===== config.mk =====
export PLATFORM = sky130hd
export DESIGN_NAME = adjacency_matrix_dfs_order
export DESIGN_NICKNAME = d
export VERILOG_FILES = /design/src/rtl/core/amdfs_pkg.sv /design/src/rtl/core/amdfs_ctrl.sv /design/src/rtl/core/amdfs_datapath.sv /design/src/rtl/core/adjacency_matrix_dfs_order.sv
export VERILOG_INCLUDE_DIRS = /design/src /design/src/rtl/core
export SDC_FILE = /design/constraint.sdc
export NUM_CORES = 1
export LEC_CHECK = 0
export ABC_AREA = 0
export BUFFER_PORTS_ARGS = -buffer_cell sky130_fd_sc_hd__buf_2
export CORE_MARGIN = 2
export CORE_UTILIZATION = 40
export CTS_CLUSTER_SIZE = 16
export DETAILED_ROUTE_END_ITERATION = 10
export PLACE_DENSITY = 0.52
export SYNTH_ARGS = -nofsm -noshare
export SYNTH_HDL_FRONTEND = slang
export SYNTH_SLANG_ARGS = --single-unit

===== constraint.sdc =====
create_clock -name clk_i -period 7.15 [get_ports clk_i]
set_input_delay 1.0725 -clock clk_i [delete_from_list [all_inputs] [get_ports clk_i]]
set_output_delay 1.0725 -clock clk_i [all_outputs]
set_load 0.01 [all_outputs]

===== src/rtl/core/adjacency_matrix_dfs_order_defines.svh =====
// assertion macros for the adjacency matrix depth-first search block
// used by rtl/core modules that carry concurrent checks
`ifndef ADJACENCY_MATRIX_DFS_ORDER_DEFINES_SVH
`define ADJACENCY_MATRIX_DFS_ORDER_DEFINES_SVH

// condition must hold in the same cycle
`define AMDFS_ASSERT_NOW(lbl, clk, rstn, ante, cons, msg) \
  lbl: assert property (@(posedge clk) disable iff (!rstn) (ante) |-> (cons)) else $error(msg);

// condition must hold in the next cycle
`define AMDFS_ASSERT_NEXT(lbl, clk, rstn, ante, cons, msg) \
  lbl: assert property (@(posedge clk) disable iff (!rstn) (ante) |=> (cons)) else $error(msg);

`endif


===== src/rtl/core/amdfs_pkg.sv =====
// shared types, constants and helpers for the depth-first search block
// no dependencies; used by amdfs_ctrl, amdfs_datapath and the top level
package amdfs_pkg;

  localparam int unsigned MaxVertices = 16;
  localparam int unsigned VtxW        = $clog2(MaxVertices);
  localparam int unsigned CntW        = VtxW + 1;

  typedef enum logic [1:0] {
    ST_LOAD,
    ST_SEARCH,
    ST_EMIT
  } state_e;

  // controller to datapath
  typedef struct packed {
    logic load_row;
    logic start;
    logic step;
    logic emit_adv;
  } cmd_t;

  // datapath to controller
  typedef struct packed {
    logic search_done;
    logic emit_last;
  } sts_t;

  // register index of vertex_count
  localparam logic REG_VERTEX_COUNT = 1'b0;

  // clamp the vertex count register to 1..MaxVertices
  function automatic logic [CntW-1:0] active_count(logic [4:0] vc);
    logic [CntW-1:0] n;
    if (vc == 5'd0) begin
      n = CntW'(1);
    end else if ({1'b0, vc} > 6'(MaxVertices)) begin
      n = CntW'(MaxVertices);
    end else begin
      n = CntW'(vc);
    end
    return n;
  endfunction

  // bits below n set
  function automatic logic [MaxVertices-1:0] low_mask(logic [CntW-1:0] n);
    logic [MaxVertices-1:0] m;
    for (int i = 0; i < MaxVertices; i++) begin
      m[i] = (CntW'(i) < n);
    end
    return m;
  endfunction

  // index of lowest set bit, zero when none
  function automatic logic [VtxW-1:0] first_set(logic [MaxVertices-1:0] v);
    logic [VtxW-1:0] idx;
    idx = '0;
    for (int i = MaxVertices - 1; i >= 0; i--) begin
      if (v[i]) begin
        idx = VtxW'(i);
      end
    end
    return idx;
  endfunction

endpackage


===== src/rtl/core/amdfs_ctrl.sv =====
// controller state machine: row loading, search stepping, result emission
// depends on amdfs_pkg
module amdfs_ctrl (
  input  logic             clk_i,
  input  logic             rst_ni,
  input  logic             in_valid_i,
  input  logic             in_last_i,
  output logic             in_ready_o,
  output logic             out_valid_o,
  input  logic             out_ready_i,
  input  amdfs_pkg::sts_t  sts_i,
  output amdfs_pkg::cmd_t  cmd_o
);

  amdfs_pkg::state_e state_q, state_d;

  // state register
  always_ff @(posedge clk_i or negedge rst_ni) begin
    if (!rst_ni) begin
      state_q <= amdfs_pkg::ST_LOAD;
    end else begin
      state_q <= state_d;
    end
  end

  // next state and commands
  always_comb begin
    state_d     = state_q;
    in_ready_o  = 1'b0;
    out_valid_o = 1'b0;
    cmd_o       = '0;
    case (state_q)
      amdfs_pkg::ST_LOAD: begin
        in_ready_o     = 1'b1;
        cmd_o.load_row = in_valid_i;
        if (in_valid_i && in_last_i) begin
          cmd_o.start = 1'b1;
          state_d     = amdfs_pkg::ST_SEARCH;
        end
      end
      amdfs_pkg::ST_SEARCH: begin
        if (sts_i.search_done) begin
          state_d = amdfs_pkg::ST_EMIT;
        end else begin
          cmd_o.step = 1'b1;
        end
      end
      amdfs_pkg::ST_EMIT: begin
        out_valid_o    = 1'b1;
        cmd_o.emit_adv = out_ready_i;
        if (out_ready_i && sts_i.emit_last) begin
          state_d = amdfs_pkg::ST_LOAD;
        end
      end
      default: begin
        state_d = amdfs_pkg::ST_LOAD;
      end
    endcase
  end

endmodule


===== src/rtl/core/amdfs_datapath.sv =====
// datapath: adjacency rows, visited set, vertex stack and visit-order buffer
// depends on amdfs_pkg and adjacency_matrix_dfs_order_defines.svh
`include "adjacency_matrix_dfs_order_defines.svh"

module amdfs_datapath (
  input  logic                            clk_i,
  input  logic                            rst_ni,
  input  amdfs_pkg::cmd_t                 cmd_i,
  output amdfs_pkg::sts_t                 sts_o,
  input  logic [amdfs_pkg::MaxVertices-1:0] row_i,
  input  logic [4:0]                      vertex_count_i,
  output logic [amdfs_pkg::VtxW-1:0]      vertex_o,
  output logic                            last_o,
  output logic                            was_path_o,
  output logic                            all_reached_o
);

  localparam int unsigned Nv = amdfs_pkg::MaxVertices;
  localparam int unsigned Vw = amdfs_pkg::VtxW;
  localparam int unsigned Cw = amdfs_pkg::CntW;

  // storage arrays (payload, no reset)
  logic [Nv-1:0] adj_q   [Nv];
  logic [Vw-1:0] stack_q [Nv];
  logic [Vw-1:0] order_q [Nv];

  // control state
  logic [Cw-1:0] row_cnt_q, row_cnt_d;
  logic [Nv-1:0] visited_q, visited_d;
  logic [Cw-1:0] depth_q, depth_d;
  logic [Cw-1:0] vis_cnt_q, vis_cnt_d;
  logic [Vw-1:0] out_idx_q, out_idx_d;
  logic [Cw-1:0] n_q, n_d;
  logic          path_q, path_d;

  logic [Cw-1:0] depth_m1;
  logic [Vw-1:0] top_vtx;
  logic [Nv-1:0] top_row;
  logic [Nv-1:0] free_mask;
  logic          found;
  logic [Vw-1:0] next_vtx;
  logic          finish;

  // neighbour search for the stack top
  always_comb begin
    depth_m1  = depth_q - Cw'(1);
    top_vtx   = stack_q[depth_m1[Vw-1:0]];
    top_row   = ({1'b0, top_vtx} < row_cnt_q) ? adj_q[top_vtx] : '0;
    free_mask = top_row & ~visited_q & amdfs_pkg::low_mask(n_q);
    found     = |free_mask;
    next_vtx  = amdfs_pkg::first_set(free_mask);
  end

  // status and result fields
  always_comb begin
    sts_o.search_done = (vis_cnt_q >= n_q) || (depth_q == '0);
    sts_o.emit_last   = ({1'b0, out_idx_q} + Cw'(1)) == vis_cnt_q;
    vertex_o          = order_q[out_idx_q];
    last_o            = sts_o.emit_last;
    was_path_o        = path_q;
    all_reached_o     = vis_cnt_q >= n_q;
    finish            = cmd_i.emit_adv && sts_o.emit_last;
  end

  // next values of control state
  always_comb begin
    row_cnt_d = row_cnt_q;
    visited_d = visited_q;
    depth_d   = depth_q;
    vis_cnt_d = vis_cnt_q;
    out_idx_d = out_idx_q;
    n_d       = n_q;
    path_d    = path_q;
    if (cmd_i.load_row && (row_cnt_q < Cw'(Nv))) begin
      row_cnt_d = row_cnt_q + Cw'(1);
    end
    if (cmd_i.start) begin
      visited_d = Nv'(1);
      depth_d   = Cw'(1);
      vis_cnt_d = Cw'(1);
      path_d    = 1'b1;
      n_d       = amdfs_pkg::active_count(vertex_count_i);
      out_idx_d = '0;
    end
    if (cmd_i.step) begin
      if (found) begin
        visited_d = visited_q | (Nv'(1) << next_vtx);
        depth_d   = depth_q + Cw'(1);
        vis_cnt_d = vis_cnt_q + Cw'(1);
      end else begin
        depth_d = depth_m1;
        path_d  = 1'b0;
      end
    end
    if (cmd_i.emit_adv) begin
      out_idx_d = out_idx_q + Vw'(1);
    end
    if (finish) begin
      row_cnt_d = '0;
      visited_d = '0;
      depth_d   = '0;
      vis_cnt_d = '0;
      out_idx_d = '0;
      path_d    = 1'b1;
    end
  end

  // control registers
  always_ff @(posedge clk_i or negedge rst_ni) begin
    if (!rst_ni) begin
      row_cnt_q <= '0;
      visited_q <= '0;
      depth_q   <= '0;
      vis_cnt_q <= '0;
      out_idx_q <= '0;
      n_q       <= Cw'(Nv);
      path_q    <= 1'b1;
    end else begin
      row_cnt_q <= row_cnt_d;
      visited_q <= visited_d;
      depth_q   <= depth_d;
      vis_cnt_q <= vis_cnt_d;
      out_idx_q <= out_idx_d;
      n_q       <= n_d;
      path_q    <= path_d;
    end
  end

  // row store, stack and visit-order buffer writes
  always_ff @(posedge clk_i) begin
    if (cmd_i.load_row && (row_cnt_q < Cw'(Nv))) begin
      adj_q[row_cnt_q[Vw-1:0]] <= row_i;
    end
    if (cmd_i.start) begin
      stack_q[0] <= '0;
      order_q[0] <= '0;
    end
    if (cmd_i.step && found) begin
      stack_q[depth_q[Vw-1:0]]   <= next_vtx;
      order_q[vis_cnt_q[Vw-1:0]] <= next_vtx;
    end
  end

  // checks
  `AMDFS_ASSERT_NOW(a_depth_le_visits, clk_i, rst_ni, 1'b1, depth_q <= vis_cnt_q,
    "stack deeper than visited count")
  `AMDFS_ASSERT_NOW(a_visit_count, clk_i, rst_ni, 1'b1,
    $countones(visited_q) == 32'(vis_cnt_q), "visited set and count disagree")
  `AMDFS_ASSERT_NOW(a_emit_in_range, clk_i, rst_ni, cmd_i.emit_adv,
    Cw'(out_idx_q) < vis_cnt_q, "result index past visit order")
  `AMDFS_ASSERT_NEXT(a_pop_clears_path, clk_i, rst_ni, cmd_i.step && !found,
    !path_q, "pop left path flag set")

endmodule


===== src/rtl/core/adjacency_matrix_dfs_order.sv =====
// Depth-first visit order of a graph of up to 16 vertices. Adjacency rows
// enter one per beat, row 0 first; the beat with tlast starts a search from
// vertex 0. The search is run by a single step unit (stack top read,
// priority encoder over the unvisited neighbours) that pushes or pops once
// per cycle until the search is done. The visit order is then sent one
// vertex per cycle while m_axis_tready is high, with was_path and
// all_reached equal on every beat of a search. Input is not accepted from
// the last row until the final result beat is taken.
// Registers: vertex_count at byte address 0 (reset 16; 0 acts as 1, above 16
// acts as 16). Write it only while the block is idle.
module adjacency_matrix_dfs_order (
  input  logic        clk_i,
  input  logic        rst_ni,
  // input stream
  input  logic        s_axis_tvalid,
  output logic        s_axis_tready,
  input  logic [15:0] s_axis_tdata,   // [15:0] row_bits
  input  logic        s_axis_tlast,   // last_row
  // output stream
  output logic        m_axis_tvalid,
  input  logic        m_axis_tready,
  output logic [7:0]  m_axis_tdata,   // [3:0] vertex, [4] was_path, [5] all_reached
  output logic        m_axis_tlast,   // last_result
  // configuration
  input  logic        psel,
  input  logic        penable,
  input  logic        pwrite,
  input  logic [2:0]  paddr,
  input  logic [31:0] pwdata,
  output logic [31:0] prdata,
  output logic        pready
);

  amdfs_pkg::cmd_t           cmd;
  amdfs_pkg::sts_t           sts;
  logic [4:0]                vcount_q;
  logic [amdfs_pkg::VtxW-1:0] vertex;
  logic                      was_path;
  logic                      all_reached;

  // configuration register
  assign pready = 1'b1;

  always_ff @(posedge clk_i or negedge rst_ni) begin
    if (!rst_ni) begin
      vcount_q <= 5'd16;
    end else if (psel && penable && pwrite && (paddr[2] == amdfs_pkg::REG_VERTEX_COUNT)) begin
      vcount_q <= pwdata[4:0];
    end
  end

  assign prdata = (paddr[2] == amdfs_pkg::REG_VERTEX_COUNT) ? {27'd0, vcount_q} : 32'd0;

  amdfs_ctrl u_ctrl (
    .clk_i       (clk_i),
    .rst_ni      (rst_ni),
    .in_valid_i  (s_axis_tvalid),
    .in_last_i   (s_axis_tlast),
    .in_ready_o  (s_axis_tready),
    .out_valid_o (m_axis_tvalid),
    .out_ready_i (m_axis_tready),
    .sts_i       (sts),
    .cmd_o       (cmd)
  );

  amdfs_datapath u_datapath (
    .clk_i          (clk_i),
    .rst_ni         (rst_ni),
    .cmd_i          (cmd),
    .sts_o          (sts),
    .row_i          (s_axis_tdata),
    .vertex_count_i (vcount_q),
    .vertex_o       (vertex),
    .last_o         (m_axis_tlast),
    .was_path_o     (was_path),
    .all_reached_o  (all_reached)
  );

  // result beat packing
  assign m_axis_tdata = {2'b00, all_reached, was_path, vertex};

endmodule

# After elaboration in Yosys (flattened, before gate mapping)
# Memories as Yosys holds them, arrays and structs flattened.
# Cells that the tools add are included.
totals:
  reg_bits: 48
  mem_bits_rw: 384
  inputBits: 59
  out_inout_bits: 44
  elab_cells: 133
  n_memories: 3
classes:
  n_addsub: 6
  magnitude_cmp: 20
  n_eq_ne: 6
  shifts: 1
  n_mux: 64
  n_bitwise: 5
  n_reduce_logical: 19
mem_list:
  columns: ["name", "words", "word_bits", "rd", "rd_ports_with_merged_regs", "write_ports", "line_no", "source"]
  rows:
  - ["u_datapath.adj_q", 16, 16, 1, 0, 1, "amdfs_datapath.sv:23", "logic [Nv-1:0] adj_q [Nv];"]
  - ["u_datapath.order_q", 16, 4, 1, 0, 1, "amdfs_datapath.sv:25", "logic [Vw-1:0] order_q [Nv];"]
  - ["u_datapath.stack_q", 16, 4, 1, 0, 1, "amdfs_datapath.sv:24", "logic [Vw-1:0] stack_q [Nv];"]
op_table:
  columns: ["operator", "n"]
  rows:
  - ["$mux W4", 23]
  - ["$mux W16", 5]
  - ["$mux W5", 13]
  - ["$lt A4 B5 Y1 const A", 8]
  - ["$and A16 B16 Y16", 2]
  - ["$lt A3 B5 Y1 const A", 4]
  - ["$mux W1", 18]
  - ["$not A16 Y16", 1]
  - ["$or A16 B16 Y16", 1]
  - ["$reduce_or A16 Y1", 1]
  - ["$shl A1 B4 Y16 const A", 1]
  - ["$add A5 B1 Y5 const B", 3]
  - ["$logic_not A5 Y1", 2]
  - ["$lt A1 B5 Y1 const A", 2]
  - ["$lt A2 B5 Y1 const A", 2]
  - ["$logic_and A1 B1 Y1", 8]
  - ["$mux W2", 4]
  - ["$reduce_or A4 Y1", 2]
  - ["$pmux W2 S3", 1]
  - ["$reduce_bool A3 Y1", 2]
  - ["$add A4 B1 Y5 const B", 1]
  - ["$eq A5 B5 Y1", 1]
  - ["$ge A5 B5 Y1", 1]
  - ["$gt A5 B5 Y1 const B", 1]
  - ["other kinds (13)", 14]

# Longest topological paths before layout
# An unclocked memory read counts as a cell.
logic_depth:
  word_depth: 27
  ltp_mapped: 28
  ltp_nobuf: 19

# Hierarchy
# Synthesis repeated with hierarchy kept, for this count alone.
unflattened:
  cells_unflattened: 1377
  area_unflattened_um2: 19491.2
modules_own_cells:
  columns: ["mod", "instances", "cells_per_inst", "area_per_inst_um2", "seq_area_each_um2"]
  rows:
  - ["amdfs_datapath", 1, 1315, 18870.6, 12559.5]
  - ["adjacency_matrix_dfs_order", 1, 50, 498.0, 126.4]
  - ["amdfs_ctrl", 1, 12, 122.6, 50.0]

# Worst setup path after synthesis
# Ideal clock, no wire load.
synth_path:
  kind: "flip-flop to flip-flop"
  start: "register u_datapath.depth_q[0]"
  end: "memory u_datapath.order_q[0][1] (netlist bit), data pin"
  setup_time_ns: 0.445
  arrival_ns: 6.132
  t_required_ns: 6.705
  setup_slack_ns: 0.573
  stages_incl_launch_ff: 26
  n_path_buf: 8
  synth_period_minus_slack_ns: 6.577
  cell_sequence: "dfrtp_1 > buf_6 > buf_6 > buf_4 > inv_1 > ha_1 > clkbuf_2 > buf_2 > mux4_2 > mux2i_1 > mux2_2 > inv_2 > buf_2 > ha_1 > a21o_1 > a211oi_1 > and3_1 > o21a_1 > clkbuf_1 > nand4_1 > a221oi_1 > nor4_2 > nand4_1 > buf_2 > nand2_1 > nor3_1"
synth_between:
  elab_chain_len: 23
  elab_cells_between_ends: 33
  classes_between: "add/sub (1); order compare (1); mux (22); bitwise (2); reduce/logical (5); memory (2)"
synth_rtl:
  columns: ["element", "line_no", "source"]
  rows:
  - ["from (decl)", "amdfs_datapath.sv:30", "logic [Cw-1:0] depth_q, depth_d;"]
  - ["from (signal assigned)", "amdfs_datapath.sv:121", "depth_q <= depth_d;"]
  - ["$sub A5 B1 Y5", "amdfs_datapath.sv:46", "depth_m1 = depth_q - Cw'(1);"]
  - ["$mem_v2 Z16 W4", null, null]
  - ["$mem_v2 Z16 W16 / $lt A4 B5 Y1 (equally long branches)", null, null]
  - ["$mux W16", "amdfs_datapath.sv:48", "top_row = ({1'b0, top_vtx} < row_cnt_q) ? adj_q[top_vtx] : '0;"]
  - ["$and A16 B16 Y16 (2 in series)", "amdfs_datapath.sv:49", "free_mask = top_row & ~visited_q & amdfs_pkg::low_mask(n_q);"]
  - ["$mux W4 (16 in series)", "amdfs_pkg.sv:59", "if (v[i]) begin"]
  - ["$mux W4 (no source line) *", null, null]
  - ["to (decl)", "amdfs_datapath.sv:25", null]
# Mark *: on every way between the ends. The rest lies on a longest branch, timed or not.

# Final worst setup path
layout_path:
  start: "register u_datapath.depth_q[1]"
  end: "memory u_datapath.stack_q[0][1] (netlist bit) (enable)"
layout_between:
  elab_chain_len: 12
  elab_cells_between_ends: 18
  classes_between: "add/sub (1); order compare (1); mux (7); bitwise (2); reduce/logical (5); memory (2)"
layout_rtl:
  columns: ["element", "line_no", "source"]
  rows:
  - ["$sub A5 B1 Y5", "amdfs_datapath.sv:46", null]
  - ["$mem_v2 Z16 W4", null, null]
  - ["$mem_v2 Z16 W16 / $lt A4 B5 Y1 (equally long branches)", null, null]
  - ["$mux W16", "amdfs_datapath.sv:48", null]
  - ["$and A16 B16 Y16 (2 in series)", "amdfs_datapath.sv:49", null]
  - ["$reduce_or A16 Y1", "amdfs_datapath.sv:50", "found = |free_mask;"]
  - ["$logic_and A1 B1 Y1", "amdfs_datapath.sv:138", "if (cmd_i.step && found) begin"]
  - ["$mux W1", "amdfs_datapath.sv:138", null]
  - ["$mux W1 (not written as such)", "amdfs_datapath.sv:139", "stack_q[depth_q[Vw-1:0]] <= next_vtx;"]
  - ["$reduce_or A4 Y1 (no source line)", null, null]
  - ["$mux W4 (no source line) / $mux W1 (equally long branches)", null, null]
  - ["to (decl)", "amdfs_datapath.sv:24", null]
# Parallel ways exist; a longest one is shown, timed or not.

==> metrics.cfg <==
[status]
status=finished with violations
violations=DRC

[layout]
drive_above_1_share=0.175
n_fill_cell=4152
area_growth_pct=12.6
mostFrequentLayoutCells=edfxtp_1 (384), nand2_1 (165), mux2i_1 (90)
nNetsFinal=1454
n_antenna_cell=0
seqCellArea_um2=12700
final_common_cell=edfxtp_1
fin_area_um2=21300
multi_input_comb_area_um2=5700

[logic_synthesis]
ys_seq_area_frac=0.673
postSynthCellCount=1316
synth_ff_type=edfxtp_1
synth.distinct_cells=84
synth_async_sr_flop_share=0.111
netlist_area_um2=18900
synth-seq-cells=432
synth_edf_count=384
avgSynthCellArea_um2=14.4
yosysWarnings=0

[routing]
vias=11160
drtIter0Drc=874
wl_um=46200
via_per_inst=5.52
remaining_drc_errors=2
routedWlPerCell_um=22.9
ant_nets=0
first_pass_iters=9

[floorplanning]
die_x_um=221
die-area_um2=49000
fp.coreArea_um2=46700
row_count=79
die_y_um=221
start_util=0.405
ioPinCount=103

[critical_path]
rrSetupSlack_ns=0.42
arrival_ns=6.94
crit_type=flip-flop to flip-flop
cp_data_required_time_ns=7.36
path_common_cell=nand4_1
critPathCaptureType=flip-flop
path_cells=inv_1, ha_1, xnor2_4, mux2i_1, mux2_2, inv_2, ha_1, nor2b_1, a211oi_1, and3_1, o21a_1, nand4_1, a221oi_1, nor4_2, nand4_1, buf_4, nand4_1, o31ai_1
timing.critical_path.from_type=flip-flop
cp_slowest_cell=o31ai_1
critical-path-max-stage-delay_ns=0.62
crit_fanout=20

[global_route]
grt_overflow=0
grt_use_met3=0.0252
use_met2=0.311
antenna_found_initial=1
grt_usage=0.189
grt_pass1_wl_um=69900
grt_pass1_vias=10959
grtUsageMet1=0.261
grt_max_degree=66
grt.busiest_layer=met2

[placement]
gp_congestion=0.809
io_buffer_count=43
hpwlAfterDp_um=28600
placed_cell_area_um2=19800

[clock_network]
cts_root_buffer=clkbuf_16
cts_resized=0
clock_path_buffers=3
cts_made_buffers=46
clk_pin_slew_ns=0.06
clkLatencyLatePin_ns=0.58
cts-htree-levels=2
cts_setup_buffers=0
cts-hold-fix-buffers=0
cts_num_sinks=432
tritoncts=done

[worst_hold_path]
hold_path.class=flip-flop to flip-flop

[timing]
min_period_ns=6.73
slew_headroom=0.291
final_max_slew_viol_count=0
fmax_mhz=149
setup_viol=0
skew_ns=0.0210
fin_crit_sh=0.941
tns_ns=0
rsz0062_at_grt=false
finalHoldViolations=0
worst_slew_pin_slew_ns=1.06

[job]
max_cap_violations=0

==> final cells by class <==
class	count	share of cell area
sequential	432	0.598
inverter	18	0.00317
timing repair buffer	88	0.0271
tap	607	0.0357
clock buffer	63	0.0595
multi-input combinational	793	0.268
clock inverter	20	0.00876
==> kinds of logic (layout without fill, tap and decap cells) <==
family                   Yosys count  after routing  synth area share
AND/OR/NAND/NOR                  423            423             0.107
adder cells (fa/ha/maj)           16             16            0.0106
other                              2             30          0.000397
XOR/XNOR                           9              9           0.00516
multiplexers                     147            147             0.104
flip-flops                       432            432             0.673
AO/OA/AOI/OAI                    168            168            0.0641
buffers and inverters            119            189            0.0357
==> synth_stat cells, drive strengths merged, types with 4 or more instances <==
master,n,share of area
inv,17,0.0034
mux2,18,0.011
clkbuf,28,0.0056
mux2i,93,0.050
a21oi,18,0.0048
o31ai,17,0.0067
ha,16,0.011
mux4,36,0.043
nand2b,12,0.0040
buf,73,0.027
nand3,77,0.021
o21ai,42,0.011
a31oi,10,0.0033
nor2,72,0.015
dfrtp,45,0.060
edfxtp,384,0.61
o211ai,7,0.0030
and3,10,0.0033
o21bai,4,0.0016
a32o,4,0.0021
nor4,5,0.0028
and2,4,0.0013
nand2,166,0.033
nand3b,7,0.0028
xnor2,6,0.0038
a2111oi,4,0.0023
nor3,14,0.0043
a211oi,6,0.0026
nor3b,7,0.0028
nand4,26,0.0086
nor2b,11,0.0036
a32oi,21,0.0097
==> flip-flops by register name, indices dropped and copies added, names as in the netlist <==
| register | count |
|---|---|
| u_datapath.out_idx_q | 4 |
| u_datapath.visited_q | 16 |
| u_datapath.n_q | 5 |
| u_datapath.adj_q | 256 |
| u_datapath.was_path_o | 1 |
| u_datapath.row_cnt_q | 5 |
| vcount_q | 5 |
| u_datapath.stack_q | 64 |
| u_ctrl.state_q | 2 |
| u_datapath.depth_q | 5 |
| u_datapath.vis_cnt_q | 5 |
| u_datapath.order_q | 64 |
==> path summary, 6_finish.rpt <==
path,cells after the start,start,end
setup / recovery,18,u_datapath.depth_q[1],u_datapath.stack_q[0][1]
hold / removal,1,u_datapath.depth_q[4],u_datapath.depth_q[4]
setup reg to reg,18,u_datapath.depth_q[1],u_datapath.stack_q[0][1]
hold reg to reg,1,u_datapath.depth_q[4],u_datapath.depth_q[4]
max in group asynchronous,2,rst_ni,u_datapath.visited_q[12]
min in group asynchronous,2,rst_ni,u_datapath.out_idx_q[3]
==> critical path, delay by kind of cell (launching register included) <==
kind                       cells  cell delay [ns]
AOI/OAI and AO/OA              4             2.02
and+or+nand+nor                6             1.23
buffers and inverters          3             0.57
xor gates and xnor gates       1             0.46
DFF                            1             0.58
adders and majority gates      2             0.69
muxes                          2             0.75
==> metrics by stage <==
| step | hold slack (ns) | instances | setup slack, ns | utilization |
|---|---|---|---|---|
| global placement | 0.456 | 1938 | 0.593 | 0.425 |
| global route | 0.508 | 2021 | 0.0285 | 0.456 |
| finish | 0.480 | 2021 | 0.422 | 0.456 |
| CTS | 0.473 | 2021 | 0.392 | 0.456 |
| floorplan | 0.444 | 1344 | 0.573 | - |
| detailed placement | 0.462 | 1938 | 0.439 | 0.425 |
==> layer usage <==
| layer | vias up | routed length (um) |
|---|---|---|
| met5 | - | 0 |
| met4 | 0 | 1220 |
| met3 | 76 | 1680 |
| met2 | 253 | 22400 |
| met1 | 5702 | 20900 |
| li1 | 5129 | - |
Power is not shown: default switching activity piles up to over one toggle a cycle in this logic, so the estimate is an artifact.
